`config.mk`:
```
export PLATFORM = sky130hd
export DESIGN_NAME = http_chunk_size_line_parser_top
export DESIGN_NICKNAME = d
export VERILOG_FILES = /design/src/hw/rtl/chsp_pkg.sv /design/src/hw/rtl/chsp_step.sv /design/src/hw/rtl/http_chunk_size_line_parser_top.sv
export SDC_FILE = /design/constraint.sdc
export NUM_CORES = 1
export LEC_CHECK = 0
export BUFFER_PORTS_ARGS = -buffer_cell sky130_fd_sc_hd__buf_2
export CAP_MARGIN = 20
export CORE_MARGIN = 4
export CORE_UTILIZATION = 30
export CTS_BUF_LIST = sky130_fd_sc_hd__clkbuf_4 sky130_fd_sc_hd__clkbuf_8 sky130_fd_sc_hd__clkbuf_16
export DETAILED_ROUTE_END_ITERATION = 10
export PLACE_DENSITY = 0.43
export SKIP_CTS_REPAIR_TIMING = 1
export SLEW_MARGIN = 20
export SYNTH_ARGS = -nofsm -noshare
export SYNTH_HDL_FRONTEND = slang
export SYNTH_HIERARCHICAL = 1
export SYNTH_SLANG_ARGS = --single-unit
```
`constraint.sdc`:
```
create_clock -name clk -period 9.5 [get_ports clk]
set_input_delay 2.375 -clock clk [delete_from_list [all_inputs] [get_ports clk]]
set_output_delay 2.375 -clock clk [all_outputs]
set_load 0.05 [all_outputs]
```
`src/hw/rtl/chsp_pkg.sv`:
```
`timescale 1ns / 1ps
// ----------------------------------------------------------------------------
// chsp_pkg
// Shared types and constants for the chunk-size line parser.
// ----------------------------------------------------------------------------
package chsp_pkg;

	localparam int unsigned CountW = 16;
	localparam int unsigned SizeW  = 64;
	localparam int unsigned ByteW  = 8;

	localparam logic [CountW-1:0] MaxLineReset = 16'd1024;
	localparam logic [ByteW-1:0]  ChCr         = 8'h0D;
	localparam logic [ByteW-1:0]  ChLf         = 8'h0A;

	// Parser position within the size line
	typedef enum logic [2:0] {
		ST_START = 3'd0,
		ST_SIZE  = 3'd1,
		ST_NL1   = 3'd2,
		ST_NL2   = 3'd3,
		ST_NL3   = 3'd4
	} parse_state_t;

	typedef enum logic [1:0] {
		STATUS_MORE = 2'd0,
		STATUS_OK   = 2'd1,
		STATUS_FAIL = 2'd2
	} status_t;

	// Request function codes
	localparam logic FuncData  = 1'b0;
	localparam logic FuncReset = 1'b1;

	// Architectural parser state carried between beats
	typedef struct packed {
		parse_state_t      state;
		logic [CountW-1:0] count;
		logic [SizeW-1:0]  size;
	} parser_ctx_t;

endpackage

```
`src/hw/rtl/chsp_step.sv`:
```
`timescale 1ns / 1ps
// ----------------------------------------------------------------------------
// chsp_step
// Per-beat update of the parser: line limit, hex accumulation and CRLF steps.
// ----------------------------------------------------------------------------
module chsp_step import chsp_pkg::*; (
	input  logic              func,
	input  logic [ByteW-1:0]  data_byte,
	input  logic [CountW-1:0] max_line_length,
	input  parser_ctx_t       ctx,
	output parser_ctx_t       ctx_next,
	output status_t           status
);

	logic              is_hex;
	logic [3:0]        digit;
	logic [CountW:0]   count_inc;
	logic              over_limit;

	// Decode a hex digit of either case
	always_comb begin
		is_hex = 1'b1;
		digit  = 4'd0;
		if (data_byte >= 8'h30 && data_byte <= 8'h39) begin
			digit = data_byte[3:0];
		end else if ((data_byte >= 8'h61 && data_byte <= 8'h66) ||
		             (data_byte >= 8'h41 && data_byte <= 8'h46)) begin
			digit = 4'(data_byte[2:0] + 3'd1) + 4'd8;
		end else begin
			is_hex = 1'b0;
		end
	end

	// Count with one spare bit so the limit test sees past saturation
	assign count_inc  = {1'b0, ctx.count} + (CountW+1)'(1);
	assign over_limit = count_inc > {1'b0, max_line_length};

	// Advance the parser
	always_comb begin
		ctx_next = ctx;
		status   = STATUS_FAIL;
		if (func == FuncReset) begin
			ctx_next.state = ST_START;
			ctx_next.count = '0;
			ctx_next.size  = '0;
			status         = STATUS_MORE;
		end else begin
			ctx_next.count = count_inc[CountW] ? '1 : count_inc[CountW-1:0];
			if (!over_limit) begin
				unique case (ctx.state)
					ST_START: begin
						if (is_hex) begin
							ctx_next.size  = SizeW'(digit);
							ctx_next.state = ST_SIZE;
							status         = STATUS_MORE;
						end else if (data_byte == ChCr || data_byte == ChLf) begin
							status = STATUS_MORE;
						end
					end
					ST_SIZE: begin
						if (is_hex) begin
							ctx_next.size = {ctx.size[SizeW-5:0], digit};
							status        = STATUS_MORE;
						end else if (data_byte == ChCr) begin
							ctx_next.state = ST_NL1;
							status         = STATUS_MORE;
						end
					end
					ST_NL1: begin
						if (data_byte == ChLf) begin
							if (ctx.size != '0) begin
								status = STATUS_OK;
							end else begin
								ctx_next.state = ST_NL2;
								status         = STATUS_MORE;
							end
						end
					end
					ST_NL2: begin
						if (data_byte == ChCr) begin
							ctx_next.state = ST_NL3;
							status         = STATUS_MORE;
						end
					end
					ST_NL3: begin
						if (data_byte == ChLf) begin
							status = STATUS_OK;
						end
					end
					default: begin
						status = STATUS_FAIL;
					end
				endcase
			end
		end
	end

endmodule

```
`src/hw/rtl/http_chunk_size_line_parser_top.sv`:
```
`timescale 1ns / 1ps
// ----------------------------------------------------------------------------
// http_chunk_size_line_parser_top
// Chunk-size line parser for HTTP chunked transfer coding, one byte a beat.
// ----------------------------------------------------------------------------
// Usage:
//   Request channel (req_valid/req_ready) carries func and data_byte. func 0
//   feeds a byte of the size line; func 1 restarts the parser.
//   Response channel (rsp_valid/rsp_ready) returns exactly one beat per
//   request: status (0 more, 1 ok, 2 fail) and chunk_size so far.
//   cfg_we/cfg_wdata set max_line_length; write only while the block is idle.
// Pipeline and throughput:
//   A request beat is captured in the input register, evaluated by the
//   step logic and lands in the response register, from which it is
//   offered. One beat per cycle is sustained while the receiver takes
//   responses; the parser state updates as a beat moves from the input
//   register to the response register, so consecutive bytes see each
//   other's effect.
// Reset:
//   arst_n clears both pipeline stages, the parser state, and sets the line
//   limit to 1024.
// Stall:
//   A held response keeps its beat; one more request is absorbed by the
//   input register, after which req_ready drops until the response is taken.
// ----------------------------------------------------------------------------
module http_chunk_size_line_parser_top import chsp_pkg::*; (
	input  logic              clk,
	input  logic              arst_n,
	input  logic              req_valid,
	output logic              req_ready,
	input  logic              func,
	input  logic [ByteW-1:0]  data_byte,
	output logic              rsp_valid,
	input  logic              rsp_ready,
	output logic [1:0]        status,
	output logic [SizeW-1:0]  chunk_size,
	input  logic              cfg_we,
	input  logic [CountW-1:0] cfg_wdata
);

	logic              valid_s1;
	logic              func_s1;
	logic [ByteW-1:0]  byte_s1;
	logic              valid_s2;
	status_t           status_s2;
	logic [SizeW-1:0]  size_s2;
	logic [CountW-1:0] max_len_q;
	parser_ctx_t       ctx_q;
	parser_ctx_t       ctx_next;
	status_t           step_status;
	logic              load_s2;
	logic              adv_s1;

	assign load_s2   = !valid_s2 || rsp_ready;
	assign adv_s1    = valid_s1 && load_s2;
	assign req_ready = !valid_s1 || load_s2;

	// Line limit register
	always_ff @(posedge clk or negedge arst_n) begin
		if (!arst_n) begin
			max_len_q <= MaxLineReset;
		end else if (cfg_we) begin
			max_len_q <= cfg_wdata;
		end
	end

	// Input register: take a beat whenever the stage is free or moving on
	always_ff @(posedge clk or negedge arst_n) begin
		if (!arst_n) begin
			valid_s1 <= 1'b0;
		end else if (req_ready) begin
			valid_s1 <= req_valid;
		end
	end

	always_ff @(posedge clk) begin
		if (req_ready && req_valid) begin
			func_s1 <= func;
			byte_s1 <= data_byte;
		end
	end

	chsp_step u_step (
		.func            (func_s1),
		.data_byte       (byte_s1),
		.max_line_length (max_len_q),
		.ctx             (ctx_q),
		.ctx_next        (ctx_next),
		.status          (step_status)
	);

	// Parser state: advance once per beat leaving the input register
	always_ff @(posedge clk or negedge arst_n) begin
		if (!arst_n) begin
			ctx_q.state <= ST_START;
			ctx_q.count <= '0;
			ctx_q.size  <= '0;
		end else if (adv_s1) begin
			ctx_q <= ctx_next;
		end
	end

	// Response register: hold while the receiver stalls
	always_ff @(posedge clk or negedge arst_n) begin
		if (!arst_n) begin
			valid_s2 <= 1'b0;
		end else if (load_s2) begin
			valid_s2 <= valid_s1;
		end
	end

	always_ff @(posedge clk) begin
		if (adv_s1) begin
			status_s2 <= step_status;
			size_s2   <= ctx_next.size;
		end
	end

	assign rsp_valid  = valid_s2;
	assign status     = status_s2;
	assign chunk_size = size_s2;

endmodule

```
==> metrics.csv, run 1 <==
stage;metric;value;unit
placed_design;port bufs;97;
worst_hold_path;hold path start;max_len_q[7];
sta;final worst path period share;55.41;%
global_route;antenna violations before repair;0;
power;Switching Share;28.06;%
final_layout;ANT cells;0;
final_layout;Register Area;4782;um^2
synth;Synth Instances;722;
final_layout;synthesis-to-layout area growth;14.49;%
placed_design;Setup WS pre-CTS;4.242;ns
cts;Worst-path clk slew;0.08;ns
setup_path;Critical R2R Launch;ctx_q[66];
final_layout;footprint of the multi-input gates;3730;um^2
synth;Most used DFF post-synth;dfrtp_1;
detailed_routing;routed len/inst;18.41;um
power;power share of the sequential group;46.5;%
power;part of the power in combinational logic;12.8;%
setup_path;critical path launch point type;primary input;
floorplan;core area;29560;um^2
worst_hold_path;worst hold-check path type;reg2reg;
synth;largest cells by area after synthesis;dfrtp_1 (28%), edfxtp_1 (25%), mux2_4 (9.9%);
power;internal power;1.323;mW
floorplan;Die X;180.8;um
detailed_routing;Detail Route Antenna Nets;0;
sta;setup TNS;0;ns
synth;Yosys warnings;6;
synth;post-synth top area share;27.92;%
placed_design;placed cell area;9642;um^2
global_route;global-route wire length before repair;35490;um
cts;CTS Buf Count;17;
sta;minimum clock period after layout;5.264;ns
global_route;grt total ovfl;0;
setup_path;WP data required;7.13;ns
placed_design;final weighted congestion in routability-driven placement;0.7212;
synth;ys async rst share;57.39;%
sta;Slew Viols, Final;0;
final_layout;Final nets;843;
final_layout;cell area after layout;10260;um^2
sta;Final Hold Fails;0;
floorplan;die area;32700;um^2
flow_run;Max-Cap Viols;0;
setup_path;Worst Path Max Fanout;3;
power;worst vdd ir;0.00008502;V
cts;Worst-Skew Late Latency;0.43;ns
detailed_routing;DRC;0;
cts;clock sink count;176;
synth;number of synthesized register bits;176;
setup_path;critical path class;in2out;
detailed_routing;Post-Route WL;21980;um
detailed_routing;Vias/cell;5.018;
power;Clk pwr share;40.7;%
cts;CTS max path bufs;2;
synth;Post-Syn Area per Cell;12.41;um^2
floorplan;die height;180.8;um
power;Cell Pwr Density;179.2;nW/um^2
setup_path;Worst path max stage delay;0.23;ns
setup_path;critical path's most frequent cell;buf_2;
worst_hold_path;Worst Hold End;max_len_q[7];
synth;count leader, synth;dfrtp_1;
setup_path;Slowest-stage cell, CP;buf_2;
final_layout;share of cells above drive strength 1;32.84;%
setup_path;critical-path cell list;buf_2, nand3b_1, buf_2;
setup_path;worst r2r dst;ctx_q[1];
sta;RSZ-0062 raised after global routing;false;
sta;fmax;0.1900;GHz
power;Lkg Pwr;4.331;nW
cts;H-tree depth reported by CTS;4;
floorplan;row count;63;
synth;Cell Area, Synth;8962;um^2
setup_path;CP arrival;2.89;ns
global_route;pin count of the biggest net entering global routing;86;
setup_path;Worst Setup End Kind;output port;
synth;area leader, netlist;dfrtp_1;
sta;Rel. slew slack;31.59;%
synth;Unique masters post-synth;60;
detailed_routing;drt first pass iters;5;
placed_design;Post-DP HPWL;13440;um
floorplan;I/O pin count;98;
final_layout;Fillers;2934;
global_route;Overall Global Routing Usage;13.43;%
outcome;status;completed;
synth;Post-synth EDFFs;75;
setup_path;Worst Reg-to-Reg Cells;14;
detailed_routing;Initial DRC Count;463;
sta;Final setup viols;0;
sta;Worst Tran Pin Value;1.026;ns
setup_path;slack of the worst reg-to-reg path;5.09;ns
sta;setup ws final;4.236;ns
cts;CTS tree;built;
cts;root buffer cell;clkbuf_16;
synth;Seq/Total Area, Yosys;53.34;%
power;Psw;0.5160;mW
worst_hold_path;hold depth;1;
global_route;vias in the first global route;6012;
synth;top cells by count, synth;dfrtp_1 (100), edfxtp_1 (75), a21oi_1 (72), nand4_1 (72), mux2_4 (59);
detailed_routing;routed via count;5991;
synth;Synth Net Count;774;
floorplan;starting density of the core;30.32;%
sta;clock skew;0.01066;ns
==> worst max path at each step <==
stage              start         to  slack [ns]  cells after the start
5_1_grt        rsp_ready  req_ready        4.20                      3
4_1_cts        rsp_ready  req_ready        4.24                      3
3_3_place_gp   rsp_ready  req_ready        4.25                      3
3_5_place_dp   rsp_ready  req_ready        4.24                      3
2_1_floorplan  rsp_ready  req_ready        4.27                      1
6_report       rsp_ready  req_ready        4.24                      3
==> through the flow <==
step                      hold slack [ns]  util (%)  std cells  total power [mW]
final                              0.5076     34.71       1194             1.839
after global routing               0.5397     34.71       1194             1.915
after CTS                          0.5148     34.71       1194             1.865
after detailed placement           0.4966     32.62       1162             1.109
after global placement             0.4938     32.62       1162             1.108
after floorplan                    0.4806         -        722             1.049
==> placed cells by master, fill, tap and decap left out, drive strengths merged, types with 4 or more instances in the layout <==
cell / n
nand3: 15
o21ba: 10
xnor2: 11
nand2: 7
mux2: 99
nand4: 73
edfxtp: 75
nor2: 19
a21oi: 74
o21ai: 65
ha: 22
buf: 107
xor2: 5
dfrtp: 100
nor4: 19
nand2b: 5
nor3: 5
clkbuf: 17
inv: 29
o21bai: 4
==> kinds of logic after synthesis <==
kind of cell | Yosys count | synth area share (%)
flops | 176 | 53.34
compound gates | 169 | 10.79
simple gates | 161 | 11.07
mux | 100 | 15.02
buf+inv | 78 | 5.137
fa+ha+maj | 22 | 3.071
xor+xnor | 16 | 1.564
==> layout make-up <==
type	count	area share [%]
Clock buffer	17	4.146
Multi-Input combinational cell	468	36.35
Sequential cell	176	46.60
Inverter	21	0.7682
Tap cell	390	4.756
Clock inverter	15	1.890
Timing Repair Buffer	107	5.487
==> layer usage <==
layer	GRT usage [%]	part of all wire, %	up-vias
li1	-	-	2872
met1	20.53	51	2999
met2	19.75	44	110
met3	2.496	3.4	10
met4	3.025	0.96	0
met5	0	0	-
==> state kept, by name, indices dropped and copies added, names as in the netlist <==
register and cells:
byte_s1 8, chunk_size 64, ctx_q 83, func_s1 1, max_len_q 16, rsp_valid 1, status 2, valid_s1 1
==> power by group through the flow <==
| stage | clock network, mW | logic (mW) | registers [mW] |
|---|---|---|---|
| floorplan | 0 | 0.123 | 0.926 |
| global placement | 0 | 0.237 | 0.871 |
| detailed placement | 0 | 0.237 | 0.872 |
| CTS | 0.770 | 0.238 | 0.857 |
| global route | 0.801 | 0.253 | 0.861 |
| finish | 0.749 | 0.235 | 0.856 |
==> critical path, delay by kind of cell <==
| family | cells | cell delay (ns) |
|---|---|---|
| simple gates | 1 | 0.18 |
| buf+inv | 2 | 0.33 |
(Power assumes the default switching activity.)
==> inputs of run 2 (changes only) <==
--- a/config.mk
+++ b/config.mk
@@ -5,13 +5,14 @@
 export SDC_FILE = /design/constraint.sdc
 export NUM_CORES = 1
 export LEC_CHECK = 0
+export ABC_AREA = 1
 export BUFFER_PORTS_ARGS = -buffer_cell sky130_fd_sc_hd__buf_2
 export CAP_MARGIN = 20
 export CORE_MARGIN = 4
 export CORE_UTILIZATION = 30
 export CTS_BUF_LIST = sky130_fd_sc_hd__clkbuf_4 sky130_fd_sc_hd__clkbuf_8 sky130_fd_sc_hd__clkbuf_16
 export DETAILED_ROUTE_END_ITERATION = 10
-export PLACE_DENSITY = 0.43
+export PLACE_DENSITY = 0.44
 export SKIP_CTS_REPAIR_TIMING = 1
 export SLEW_MARGIN = 20
 export SYNTH_ARGS = -nofsm -noshare
==> constraint.sdc (replaced) <==
create_clock -name clk -period 4.65 [get_ports clk]
set_input_delay 1.1625 -clock clk [delete_from_list [all_inputs] [get_ports clk]]
set_output_delay 1.1625 -clock clk [all_outputs]
set_load 0.05 [all_outputs]
==> run 2 against run 1 <==
Compared with the run above:
- die area rose by 24%
- sequential share of layout area fell by 8.4 points
- global-route usage rose by 3.8 points
- combinational power rose to 4.1 times the previous value
- synthesized area rose by 26%
- clock power rose by 90%
- highest routed layer unchanged
- cell count rose by 74%
- sequential power rose by 110%
==> metrics.csv, run 2 <==
stage;metric;value;unit
detailed_routing;Vias/cell;5.013;
sta;final worst path period share;82.16;%
sta;fmax;0.2617;GHz
cts;Worst-Skew Late Latency;0.46;ns
floorplan;die height;201.6;um
synth;Yosys warnings;6;
setup_path;Worst Setup End Kind;register;
global_route;Overall Global Routing Usage;17.19;%
cts;clock sink count;176;
floorplan;row count;70;
final_layout;most frequent cells in the layout;nand2_1 (427), nand3_1 (408), inv_1 (144);
sta;clock skew;0.01620;ns
cts;Worst-path clk slew;0.07;ns
power;worst vdd ir;0.0002758;V
cts;root buffer cell;clkbuf_16;
sta;RSZ-0062 raised after global routing;false;
setup_path;CP startpoint;ctx_q[64];
setup_path;WP data required;4.99;ns
floorplan;starting density of the core;30.58;%
sta;Final setup viols;0;
global_route;global-route wire length before repair;57440;um
synth;Synth Net Count;1625;
final_layout;cell area after layout;12530;um^2
sta;Final Hold Fails;0;
final_layout;Largest register FFs;83;
floorplan;die area;40660;um^2
synth;top cells by count, synth;nand2_1 (428), nand3_1 (409), inv_1 (145);
power;Lkg Pwr;6.387;nW
detailed_routing;Initial DRC Count;739;
synth;post-synth top area share;22.24;%
setup_path;Critical R2R Launch;ctx_q[64];
synth;Cell Area, Synth;11250;um^2
final_layout;ANT cells;0;
synth;number of synthesized register bits;176;
synth;Post-synth EDFFs;75;
floorplan;Die X;201.6;um
final_layout;share of cells above drive strength 1;10.77;%
cts;CTS max path bufs;2;
synth;Synth Instances;1573;
setup_path;worst r2r dst;ctx_q[35];
final_layout;synthesis-to-layout area growth;11.41;%
sta;Rel. slew slack;24.65;%
setup_path;slack of the worst reg-to-reg path;0.83;ns
final_layout;most common cell after layout, fill and taps aside;nand2_1;
floorplan;core area;36790;um^2
placed_design;placed cells;2051;
cts;CTS tree;built;
synth;Post-Syn Area per Cell;7.152;um^2
detailed_routing;DRC;0;
sta;Slew Viols, Final;0;
synth;largest cells by area after synthesis;dfrtp_1 (22%), edfxtp_1 (20%), nand3_1 (18%);
synth;area leader, netlist;dfrtp_1;
sta;final hold slack;0.4793;ns
detailed_routing;routed via count;10440;
setup_path;Worst path max stage delay;0.49;ns
cts;H-tree depth reported by CTS;4;
floorplan;I/O pin count;98;
flow_run;Max-Cap Viols;0;
worst_hold_path;worst hold-check path type;reg2reg;
outcome;status;completed;
setup_path;critical-path cell list;ha_1, nand3_2, nor2_2, nand2_2, nor2_4, nand2_1, xor2_1, inv_1, ha_1, nand2_1, nor2_1, nand4_1, nor3_1, nand3_4, nand2_4, buf_4, nand2_1, nand2_1, nor2_1, nand3_1, nand2_1;
setup_path;Worst Path Max Fanout;51;
global_route;pin count of the biggest net entering global routing;85;
global_route;antenna violations before repair;0;
sta;Worst Tran Pin Value;1.130;ns
setup_path;critical path's most frequent cell;nand2_1;
sta;setup TNS;0;ns
cts;CTS Buf Count;17;
synth;count leader, synth;nand2_1;
placed_design;port bufs;97;
synth;Most used DFF post-synth;dfrtp_1;
detailed_routing;routed len/inst;16.76;um
final_layout;Final nets;1654;
worst_hold_path;hold path start;max_len_q[10];
placed_design;final weighted congestion in routability-driven placement;0.7853;
final_layout;Reg with most FFs;ctx_q;
detailed_routing;Detail Route Antenna Nets;0;
global_route;grt total ovfl;0;
synth;Seq/Total Area, Yosys;42.50;%
setup_path;CP arrival;4.16;ns
synth;Unique masters post-synth;38;
synth;ys async rst share;57.39;%
sta;minimum clock period after layout;3.821;ns
detailed_routing;drt first pass iters;5;
placed_design;placed cell area;11980;um^2
placed_design;Post-DP HPWL;20610;um
setup_path;Worst Reg-to-Reg Cells;21;
setup_path;critical path class;reg2reg;
detailed_routing;Post-Route WL;34920;um
setup_path;Worst Setup EP;ctx_q[35];
power;Cell Pwr Density;336.3;nW/um^2
setup_path;Slowest-stage cell, CP;nand2_4;
final_layout;fin cells;2083;
global_route;vias in the first global route;10440;
setup_path;critical path launch point type;register;
## run 2: how the worst min path moves through the flow
| stage | slack (ns) | to | cells after the start |
|---|---|---|---|
| detailed placement | 0.47 | max_len_q[10] | 2 |
| global route | 0.51 | max_len_q[10] | 2 |
| finish | 0.48 | max_len_q[10] | 2 |
| global placement | 0.46 | max_len_q[10] | 2 |
| floorplan | 0.45 | max_len_q[10] | 2 |
| CTS | 0.49 | max_len_q[10] | 2 |
## run 2: metrics by stage
step	worst slack, ns	power, mW	utilization (%)
after CTS	0.7784	4.289	34.07
after detailed placement	0.7907	2.839	32.57
after floorplan	1.260	2.556	-
after global routing	0.3126	4.435	34.07
after global placement	0.8969	2.841	32.57
final	0.8295	4.216	34.07
## run 2: cell type report
class | instances | area, um^2
inverters | 148 | 555.5
repair buffers | 119 | 665.6
multi-input cells | 1140 | 5394
well taps | 468 | 585.6
flip-flops and latches | 176 | 4782
clock buffers | 18 | 432.9
fillers | 4003 | 24250
clock inverters | 14 | 117.6
## run 2: cell families after synthesis
| logic type | Yosys count | synth area share, % |
|---|---|---|
| buffers and inverters | 257 | 9.821 |
| flip-flops | 176 | 42.50 |
| AO/OA/AOI/OAI | 121 | 5.572 |
| adder cells (fa/ha/maj) | 22 | 2.447 |
| XOR/XNOR | 11 | 0.8565 |
| AND/OR/NAND/NOR | 986 | 38.81 |
## run 2: worst max-delay path, delay by kind of cell, from the launching register on
| kind | cells | cell delay [ns] |
|---|---|---|
| XOR/XNOR | 1 | 0.17 |
| buffers and inverters | 2 | 0.37 |
| AND/OR/NAND/NOR | 16 | 2.16 |
| flip-flops | 1 | 0.41 |
| adder cells (fa/ha/maj) | 2 | 0.54 |
## run 2: where the power goes
| group | internal, mW | total, mW | leakage, nW | switching, mW |
|---|---|---|---|---|
| Sequential | 1.76 | 1.83 | 2.12 | 0.0660 |
| Combinational | 0.207 | 0.968 | 4.01 | 0.761 |
| Clock | 0.742 | 1.42 | 0.261 | 0.679 |
## run 2: routing by layer
metal | track usage, % | wire (um)
met4 | 3.857 | 352
met5 | 0 | 0
met2 | 28.29 | 16140
met3 | 2.450 | 1514
met1 | 24.10 | 16900
